## config.mk

```make
export PLATFORM = sky130hd
export DESIGN_NAME = tfst_decide
export DESIGN_NICKNAME = d
export VERILOG_FILES = /design/src/sv/tfst_pkg.sv /design/src/sv/tfst_decide.sv
export SDC_FILE = /design/constraint.sdc
export NUM_CORES = 1
export LEC_CHECK = 0
export ABC_AREA = 1
export ABC_CLOCK_PERIOD_IN_PS = 2800
export BUFFER_PORTS_ARGS = -buffer_cell sky130_fd_sc_hd__buf_4
export CORE_AREA = 4 4 154 156
export DETAILED_ROUTE_END_ITERATION = 8
export DIE_AREA = 0 0 158 160
export SYNTH_ARGS = -nofsm -noshare
export SYNTH_HDL_FRONTEND = slang
export SYNTH_SLANG_ARGS = --single-unit
```

## constraint.sdc

```tcl
create_clock -name vclk -period 2.8
set_clock_uncertainty 0.1 [all_clocks]
set_input_delay 0.28 -clock vclk [all_inputs]
set_output_delay 0.28 -clock vclk [all_outputs]
set_load 0.01 [all_outputs]
```

## src/sv/tfst_pkg.sv

```systemverilog
`timescale 1ns / 1ps

package tfst_pkg;

  // Default flow table depth.
  localparam int FLOW_ENTRIES_DEF = 64;

  // Field widths fixed by the packet header format.
  localparam int LEN_W   = 16;
  localparam int ADDR_W  = 32;
  localparam int PORT_W  = 16;
  localparam int SEQ_W   = 32;
  localparam int EV_W    = 3;
  localparam int PROG_W  = 2;
  localparam int SLOT_W  = 6;

  // Packet filter constants.
  localparam logic [LEN_W-1:0] MIN_CAP_RESET = 16'd50;
  localparam logic [15:0]      ETH_IPV4      = 16'h0800;
  localparam logic [3:0]       IP_V4         = 4'd4;
  localparam logic [7:0]       PROTO_TCP     = 8'd6;

  // Positions of the flags of interest in the TCP flags byte.
  localparam int FLAG_SYN_BIT = 1;
  localparam int FLAG_ACK_BIT = 4;

  // Event codes.
  localparam logic [EV_W-1:0] EV_IGNORED   = 3'd0;
  localparam logic [EV_W-1:0] EV_DATA      = 3'd1;
  localparam logic [EV_W-1:0] EV_NEW_FLOW  = 3'd2;
  localparam logic [EV_W-1:0] EV_EXTRA_SYN = 3'd3;
  localparam logic [EV_W-1:0] EV_SYNACK    = 3'd4;
  localparam logic [EV_W-1:0] EV_ORPHAN    = 3'd5;
  localparam logic [EV_W-1:0] EV_FULL      = 3'd6;

  // Progress codes.
  localparam logic [PROG_W-1:0] PROG_NONE = 2'd0;
  localparam logic [PROG_W-1:0] PROG_SEND = 2'd1;
  localparam logic [PROG_W-1:0] PROG_RECV = 2'd2;

  // Connection 4-tuple as stored in the table.
  typedef struct packed {
    logic [ADDR_W-1:0] saddr;
    logic [ADDR_W-1:0] daddr;
    logic [PORT_W-1:0] sport;
    logic [PORT_W-1:0] dport;
  } key_t;

  // Table write strobes for one processed packet.
  typedef struct packed {
    logic ins_en;
    logic fwd_wr_en;
    logic rev_wr_en;
  } wr_ctl_t;

  // Result payload without the slot number.
  typedef struct packed {
    logic [EV_W-1:0]   event_res;
    logic [PROG_W-1:0] progress;
    logic [SEQ_W-1:0]  byte_count;
  } result_t;

endpackage

```

## src/sv/tfst_decide.sv

```systemverilog
`timescale 1ns / 1ps

module tfst_decide #(
  parameter int FLOW_ENTRIES = tfst_pkg::FLOW_ENTRIES_DEF
) (
  input  logic                              fire,
  input  logic                              pass,
  input  logic                              syn,
  input  logic                              ack,
  input  logic [tfst_pkg::SEQ_W-1:0]        seq,
  input  logic                              fw_ok,
  input  logic                              rv_ok,
  input  logic [$clog2(FLOW_ENTRIES)-1:0]   fw_idx,
  input  logic [$clog2(FLOW_ENTRIES)-1:0]   rv_idx,
  input  logic [tfst_pkg::SEQ_W-1:0]        fw_seq,
  input  logic [tfst_pkg::SEQ_W-1:0]        rv_seq,
  input  logic [$clog2(FLOW_ENTRIES)-1:0]   ins_slot,
  input  logic                              full,
  output tfst_pkg::result_t                 res,
  output logic [$clog2(FLOW_ENTRIES)-1:0]   slot,
  output tfst_pkg::wr_ctl_t                 wr,
  output logic [$clog2(FLOW_ENTRIES)-1:0]   fwd_wr_idx,
  output logic [$clog2(FLOW_ENTRIES)-1:0]   rev_wr_idx
);
  import tfst_pkg::*;

  logic             syn_only;
  logic             syn_ack;
  logic             chk;
  logic             fw_gt;
  logic             rv_gt;
  logic [SEQ_W-1:0] fw_delta;
  logic [SEQ_W-1:0] rv_delta;

  assign syn_only   = syn && !ack;
  assign syn_ack    = syn && ack;
  assign fw_gt      = seq > fw_seq;
  assign rv_gt      = seq > rv_seq;
  assign fw_delta   = seq - fw_seq;
  assign rv_delta   = seq - rv_seq;
  assign fwd_wr_idx = fw_idx;
  assign rev_wr_idx = rv_idx;

  // Handshake-flag handling first, then the sequence advance check.
  always_comb begin
    res  = '0;
    slot = '0;
    wr   = '0;
    chk  = 1'b0;
    if (pass) begin
      if (syn_only) begin
        if (fw_ok) begin
          res.event_res = EV_EXTRA_SYN;
          slot          = fw_idx;
        end else if (full) begin
          res.event_res = EV_FULL;
        end else begin
          res.event_res = EV_NEW_FLOW;
          slot          = ins_slot;
          wr.ins_en     = fire;
          chk           = 1'b1;
        end
      end else if (syn_ack) begin
        if (!rv_ok) begin
          res.event_res = EV_ORPHAN;
        end else begin
          res.event_res = EV_SYNACK;
          slot          = rv_idx;
          wr.rev_wr_en  = fire;
          chk           = 1'b1;
        end
      end else begin
        chk = 1'b1;
      end

      // The forward flow wins when both directions match. After a SYN-ACK
      // the reverse value is written from the packet's instead, so no receive advance is reported.
      if (chk) begin
        if (fw_ok) begin
          if (res.event_res == EV_IGNORED) begin
            res.event_res = EV_DATA;
            slot          = fw_idx;
          end
          if (fw_gt) begin
            res.progress   = PROG_SEND;
            res.byte_count = fw_delta;
            wr.fwd_wr_en   = fire;
          end
        end else if (rv_ok) begin
          if (res.event_res == EV_IGNORED) begin
            res.event_res = EV_DATA;
            slot          = rv_idx;
          end
          if (rv_gt && !syn_ack) begin
            res.progress   = PROG_RECV;
            res.byte_count = rv_delta;
            wr.rev_wr_en   = fire;
          end
        end
      end
    end
  end

endmodule

```

==> flow_summary.json, run 1 <==
{
  "area_growth_pct": 46.4,
  "synth_top_area_share": 0.234,
  "final_area_sq_um": 8070,
  "seq_area_sq_um": 0,
  "maxSlewViolCount": 0,
  "synth_fp_nets": 1272,
  "drive_above_1_share": 0.269,
  "crit_type": "in2out",
  "post-synth-top-count-cell": "nand2_1",
  "port_buffers": 179,
  "drt-total-wl_um": 24600,
  "syn_inst": 1085,
  "dieArea_sq_um": 25300,
  "max_stage_delay_ns": 0.36,
  "n_antenna_cell": 0,
  "grt-ovfl-total": 0,
  "ys_types": 42,
  "grt_max_degree": 15,
  "wl_per_cell_um": 15.1,
  "fill_cells": 2475,
  "yosys_warnings": 0,
  "ys_seq_area_frac": 0,
  "detail-route-antenna-nets": 0,
  "synth_area_leaders": "nand2_1 (23%), ha_1 (15%), inv_1 (13%)",
  "cp-end-kind": "primary output",
  "path_cells": "buf_4 -> ha_1 -> nand2_2 -> inv_1 -> a21oi_1 -> nand2_1 -> a21oi_1 -> or2_2 -> nand2_1 -> nand2_1 -> nand3_2 -> o21ai_2 -> buf_4",
  "slew_headroom": 0.466,
  "peakVddDrop_v": 0.0000477,
  "die-height_um": 160,
  "synth_area_per_cell_sq_um": 5.08,
  "hold_path_class": "in2out",
  "p_total_mw": 1.64,
  "rsz0062_at_grt": "yes",
  "vias_per_cell": 4.71,
  "crit_top_cell": "nand2_1",
  "placed_area_sq_um": 7820,
  "grt_pass1_vias": 7340,
  "utilization": 0.361,
  "synth_area_leader_cell": "nand2_1",
  "drc": 0,
  "finalCriticalPeriod_ns": 2.71,
  "critPathRequiredTime_ns": 2.42,
  "first_pass_iters": 5,
  "cp-start-kind": "input pin",
  "finalHoldViolCount": 0,
  "gp_congestion": 0.964,
  "worst_hold_slack_ns": 0.650,
  "place_worst_setup_slack_ns": -0.0900,
  "start_util": 0.246,
  "maxCapViolCount": 0,
  "grt_pass1_wl_um": 36800,
  "synthTopCellsByCount": "nand2_1 (344), inv_1 (194), nor2_1 (133), a21oi_1 (87), ha_1 (64)",
  "cp_slowest_cell": "ha_1",
  "layout.nets": 1535,
  "tightest_slew_ns": 0.781,
  "core_area_sq_um": 22400,
  "multi_input_area_sq_um": 4840,
  "grt_use_total": 0.181,
  "leakagePower_nw": 4.60,
  "synth_area_sq_um": 5510,
  "die_x_um": 158,
  "num_vias": 7675,
  "critPathArrivalTime_ns": 2.33,
  "setup_viol": 0,
  "top_level_ports": 179,
  "status": "complete, no violations",
  "drt_iter0_drc": 483,
  "p_per_area_nw_per_um2": 203,
  "timing.fmax_mhz": 369,
  "layout.clock_buffers": 0,
  "setup_ws_ns": 0.0896,
  "grt_antenna_before_repair": 0,
  "rows": 55,
  "period_share": 0.968,
  "dpl.hpwl_um": 22200,
  "cp_max_fo": 4,
  "seq_cells": 0
}
==> per-layer routing <==
layer | track usage | wire [um] | up-vias
li1 | - | - | 3982
met1 | 0.239 | 10600 | 3427
met2 | 0.320 | 12000 | 220
met3 | 0.00732 | 1150 | 46
met4 | 0.0492 | 811 | 0
met5 | 0 | 0 | -
==> cells in the final DEF (no fill, tap or decap), types with 3 or more instances in the layout <==
cell	n
nand3b_1	13
a21o_1	8
xnor2_1	10
or2_2	8
nor2_4	3
o21bai_1	7
nand4_1	19
ha_1	60
o21a_1	4
inv_1	192
nand3_1	59
nor2_1	124
o21ai_2	11
buf_4	276
nor2_2	10
nand2_1	339
xor2_1	15
a2111oi_0	5
nand2_2	10
a21oi_1	77
o21ai_0	27
nand3_2	5
nor3_1	14
a21oi_2	9
o21ai_1	3
inv_2	4
nand2_4	5
==> metrics by stage <==
| stage | cells | TNS [ns] |
|---|---|---|
| finish | 1631 | 0 |
| CTS | 1629 | 0 |
| global placement | 1629 | -0.312 |
| detailed placement | 1629 | -0.350 |
| global route | 1631 | -0.0198 |
| floorplan | 1085 | 0 |
==> layout make-up <==
cell class	count	area share
well taps	285	0.0442
multi-input cells	868	0.600
inverters	199	0.0932
repair buffers	279	0.263
==> cell families after synthesis <==
| kind of cell | count (synthesis) | synth area share |
|---|---|---|
| and+or+nand+nor | 619 | 0.488 |
| AOI/OAI and AO/OA | 158 | 0.160 |
| adders and majority gates | 66 | 0.153 |
| buffers and inverters | 217 | 0.160 |
| xor gates and xnor gates | 25 | 0.0397 |
==> repair_timing <==
action,in CTS,in global routing
gates resized for setup,10,52
setup endpoints to repair,14,33
setup buffers,0,2
endpoints found under the hold margin,0,0
hold buffers,0,0
pin swaps,0,9
==> worst paths after layout <==
kind | depth (start not counted) | from | to | slack (ns)
max | 13 | seq[5] | res[26] | 0.09
min | 2 | fw_idx[5] | fwd_wr_idx[5] | 0.65
==> report_power, final <==
group | internal (mW) | switching (mW)
registers | 0 | 0
clock network | 0 | 0
logic | 0.699 | 0.938
total | 0.699 | 0.938
==> critical path: cells and delay by family <==
| family | cells | cell delay, ns |
|---|---|---|
| adder cells (fa/ha/maj) | 1 | 0.36 |
| buffers and inverters | 3 | 0.32 |
| AO/OA/AOI/OAI | 3 | 0.63 |
| AND/OR/NAND/NOR | 6 | 0.71 |
Note: power is estimated with default switching activity, not from simulation.
==> run 2, diff against run 1 <==
Settings changed: BUFFER_PORTS_ARGS -buffer_cell sky130_fd_sc_hd__buf_4 to not set, DONT_BUFFER_PORTS set to 1.
==> flow_summary.json, run 2 (synthesis results as in run 1) <==
{
  "status": "complete, no violations",
  "first_pass_iters": 5,
  "worstSetupEndpoint": "res[13]",
  "peakVddDrop_v": 0.0000395,
  "startpoint": "seq[0]",
  "layout.nets": 1349,
  "top_level_ports": 179,
  "detail-route-antenna-nets": 0,
  "critPathRequiredTime_ns": 2.42,
  "grt-ovfl-total": 0,
  "seq_power_share": 0,
  "critPathArrivalTime_ns": 2.33,
  "crit_type": "in2out",
  "finalHoldViolCount": 0,
  "wl_per_cell_um": 16.6,
  "fill_cells": 2534,
  "gp_congestion": 0.985,
  "seq_cells": 0,
  "rows": 55,
  "core_area_sq_um": 22400,
  "power.internal_mw": 0.497,
  "cp-start-kind": "input pin",
  "dpl.hpwl_um": 21900,
  "multi_input_area_sq_um": 4680,
  "maxSlewViolCount": 0,
  "drt_iter0_drc": 388,
  "swShare": 0.627,
  "drc": 0,
  "num_vias": 7110,
  "die_x_um": 158,
  "grt_use_total": 0.178,
  "pwr-share-clk": 0,
  "slew_headroom": 0.595,
  "grt_max_degree": 19,
  "n_antenna_cell": 0,
  "setup_viol": 0,
  "dp.cells": 1442,
  "port_buffers": 0,
  "die-height_um": 160,
  "cp_max_fo": 3,
  "drive_above_1_share": 0.125,
  "drt-total-wl_um": 24000,
  "power.switching_mw": 0.834,
  "p_per_area_nw_per_um2": 205,
  "pwr-share-comb": 1.000,
  "tightest_slew_ns": 0.602,
  "layout_commonest_cell": "nand2_1",
  "grt_pass1_vias": 6908,
  "hold_path_class": "in2out",
  "area_growth_pct": 17.7,
  "finalCriticalPeriod_ns": 2.71,
  "worst_hold_slack_ns": 0.460,
  "maxCapViolCount": 0,
  "grt_antenna_before_repair": 0,
  "grt_pass1_wl_um": 35800,
  "layout.clock_buffers": 0,
  "vias_per_cell": 4.92,
  "setup_tns_ns": 0,
  "p_total_mw": 1.33,
  "cp-end-kind": "primary output",
  "start_util": 0.246,
  "timing.fmax_mhz": 369,
  "mostFrequentLayoutCells": "nand2_1 (343), inv_1 (194), nor2_1 (129)",
  "leakagePower_nw": 3.65,
  "stdcell_count": 1445,
  "rsz0062_at_grt": "yes",
  "dieArea_sq_um": 25300,
  "cts_hold_buf": 0,
  "period_share": 0.967,
  "seq_area_sq_um": 0
}
run 2: changes by cell type in the layout (fill, tap and decap cells not counted), sizes merged:
cell | previous run | this run
buf | 279 | 93
run 2: area by class of cell:
class                      instances  share of cell area
tap                              285              0.0550
timing repair buffer              93               0.108
inverter                         199               0.115
multi-input combinational        868               0.722
run 2: worst min-delay path by stage:
stage,start,end,cells past startpoint
after CTS,fw_idx[2],fwd_wr_idx[2],0
final,fw_idx[1],fwd_wr_idx[1],0
after floorplan,fw_idx[0],fwd_wr_idx[0],1
after detailed placement,fw_idx[2],fwd_wr_idx[2],0
after global placement,fw_idx[2],fwd_wr_idx[2],0
after global routing,fw_idx[2],fwd_wr_idx[2],0
run 2: through the flow:
step	utilization	worst slack, ns	instance area [sq um]
floorplan	-	0.265	5510
global placement	0.286	0.0390	6410
detailed placement	0.286	-0.00538	6410
CTS	0.288	0.00571	6430
global route	0.290	-0.0279	6480
finish	0.290	0.0919	6480
run 2: routing by layer:
metal,GRT usage,wire length (um),vias up
met5,0,0,-
met3,0.0165,1470,48
li1,-,-,3597
met4,0.0543,869,0
met2,0.320,11800,243
met1,0.223,9880,3222
run 2: power by group through the flow:
stage / clock network [mW] / logic [mW] / registers [mW]
6_report: 0 / 1.33 / 0
5_1_grt: 0 / 1.47 / 0
4_1_cts: 0 / 1.31 / 0
3_5_place_dp: 0 / 1.30 / 0
3_3_place_gp: 0 / 1.30 / 0
2_1_floorplan: 0 / 0.888 / 0
run 2: timing repair:
item	in CTS	in global routing
endpoints found under the hold margin	0	0
endpoints found under the setup margin	2	27
gates resized for setup	1	17
buffers inserted	3	0
pin swaps	1	4
run 2: critical path, stage by stage:
cell,delay (ns)
inv_1,0.04
ha_1,0.22
fa_2,0.36
inv_1,0.09
nand2_1,0.06
nand2_1,0.07
nand3_1,0.08
nand2_2,0.09
nand2_2,0.06
nand2_4,0.08
nand2_4,0.06
a21boi_2,0.15
buf_4,0.14
nand3_1,0.06
a21oi_1,0.28
buf_4,0.19
==> run 3, diff against run 2 <==
Settings changed: CORE_AREA 4 4 154 156 to 4 4 116 118, DIE_AREA 0 0 158 160 to 0 0 120 122.
==> flow_summary.json, run 3 (synthesis results as in run 1) <==
{
  "setup_tns_ns": 0,
  "critPathRequiredTime_ns": 2.42,
  "cp-start-kind": "input pin",
  "startpoint": "fw_seq[2]",
  "area_growth_pct": 10.4,
  "first_pass_iters": 5,
  "p_per_area_nw_per_um2": 205,
  "grt_max_degree": 19,
  "grt_pass1_wl_um": 31400,
  "power.switching_mw": 0.796,
  "leakagePower_nw": 3.48,
  "crit_type": "in2out",
  "core_area_sq_um": 12500,
  "start_util": 0.442,
  "multi_input_area_sq_um": 4650,
  "hold_path_class": "in2out",
  "layout_commonest_cell": "nand2_1",
  "final_area_sq_um": 6080,
  "wl_per_cell_um": 16.0,
  "pwr-share-comb": 1.000,
  "placed_area_sq_um": 6010,
  "setup_viol": 0,
  "critPathArrivalTime_ns": 2.31,
  "detail-route-antenna-nets": 0,
  "layout.nets": 1317,
  "dpl.hpwl_um": 18700,
  "rsz0062_at_grt": "no",
  "worstSetupEndpoint": "res[9]",
  "period_share": 0.960,
  "swShare": 0.639,
  "finalHoldViolCount": 0,
  "port_buffers": 0,
  "die_x_um": 120,
  "mostFrequentLayoutCells": "nand2_1 (343), inv_1 (194), nor2_1 (131)",
  "drt_iter0_drc": 529,
  "place_worst_setup_slack_ns": 0.0350,
  "gp_congestion": 0.940,
  "power.internal_mw": 0.450,
  "seq_power_share": 0,
  "seq_cells": 0,
  "layout.clock_buffers": 0,
  "rows": 41,
  "cts_hold_buf": 0,
  "setup_ws_ns": 0.113,
  "num_vias": 6860,
  "drc": 0,
  "pwr-share-clk": 0,
  "grt_use_total": 0.267,
  "n_antenna_cell": 0,
  "drive_above_1_share": 0.0949,
  "tightest_slew_ns": 0.514,
  "timing.fmax_mhz": 372,
  "peakVddDrop_v": 0.0000844,
  "maxCapViolCount": 0,
  "status": "complete, no violations",
  "die-height_um": 122,
  "maxSlewViolCount": 0,
  "finalCriticalPeriod_ns": 2.69,
  "fill_cells": 1459,
  "dieArea_sq_um": 14600,
  "seq_area_sq_um": 0,
  "grt-ovfl-total": 0,
  "vias_per_cell": 5.28,
  "slew_headroom": 0.654,
  "top_level_ports": 179,
  "grt_pass1_vias": 6361,
  "grt_antenna_before_repair": 0,
  "cp-end-kind": "primary output",
  "drt-total-wl_um": 20800,
  "cp_max_fo": 5
}
==> run 3: power by group through the flow <==
stage	Combinational, mW	Clock, mW	Sequential, mW
3_5_place_dp	1.21	0	0
3_3_place_gp	1.21	0	0
4_1_cts	1.22	0	0
5_1_grt	1.38	0	0
2_1_floorplan	0.888	0	0
6_report	1.25	0	0
==> run 3: layout make-up <==
cell class / instances / area share
repair buffers: 61 / 0.0765
well taps: 172 / 0.0354
multi-input cells: 868 / 0.765
inverters: 199 / 0.123
==> run 3: metrics by stage <==
| stage | utilization | power, mW | std cells | hold WS [ns] |
|---|---|---|---|---|
| detailed placement | 0.482 | 1.21 | 1295 | 0.460 |
| global route | 0.488 | 1.38 | 1300 | 0.460 |
| floorplan | - | 0.888 | 1085 | 0.552 |
| CTS | 0.482 | 1.22 | 1295 | 0.460 |
| finish | 0.488 | 1.25 | 1300 | 0.460 |
| global placement | 0.482 | 1.21 | 1295 | 0.460 |
==> run 3: critical path, stage by stage <==
cell       delay (ns)
inv_1            0.02
ha_1             0.35
a21oi_1          0.24
o21ai_0          0.12
buf_4            0.17
nand2_1          0.05
nand2_1          0.15
nand2_1          0.10
nand2_1          0.10
buf_4            0.15
xnor2_1          0.26
o2bb2ai_1        0.15
buf_4            0.16
==> run 3: repair_timing <==
item / CTS / global route
resized for setup: 0 / 13
buffers inserted: 0 / 5
endpoints found under the setup margin: 0 / 26
==> run 3: worst min path at each step <==
stage / depth (start not counted) / slack [ns] / from / endpoint
2_1_floorplan: 1 / 0.55 / fw_idx[0] / fwd_wr_idx[0]
3_3_place_gp: 0 / 0.46 / rv_idx[2] / rev_wr_idx[2]
3_5_place_dp: 0 / 0.46 / rv_idx[2] / rev_wr_idx[2]
4_1_cts: 0 / 0.46 / rv_idx[2] / rev_wr_idx[2]
5_1_grt: 0 / 0.46 / fw_idx[2] / fwd_wr_idx[2]
6_report: 0 / 0.46 / rv_idx[1] / rev_wr_idx[1]
==> run 3: per-layer routing <==
layer  global-route usage  vias up  wire length [um]
li1                     -     3527                 -
met1                0.354     3056              8800
met2                0.479      251              9970
met3               0.0223       26              1650
met4               0.0415        0               337
met5                    0        -                 0
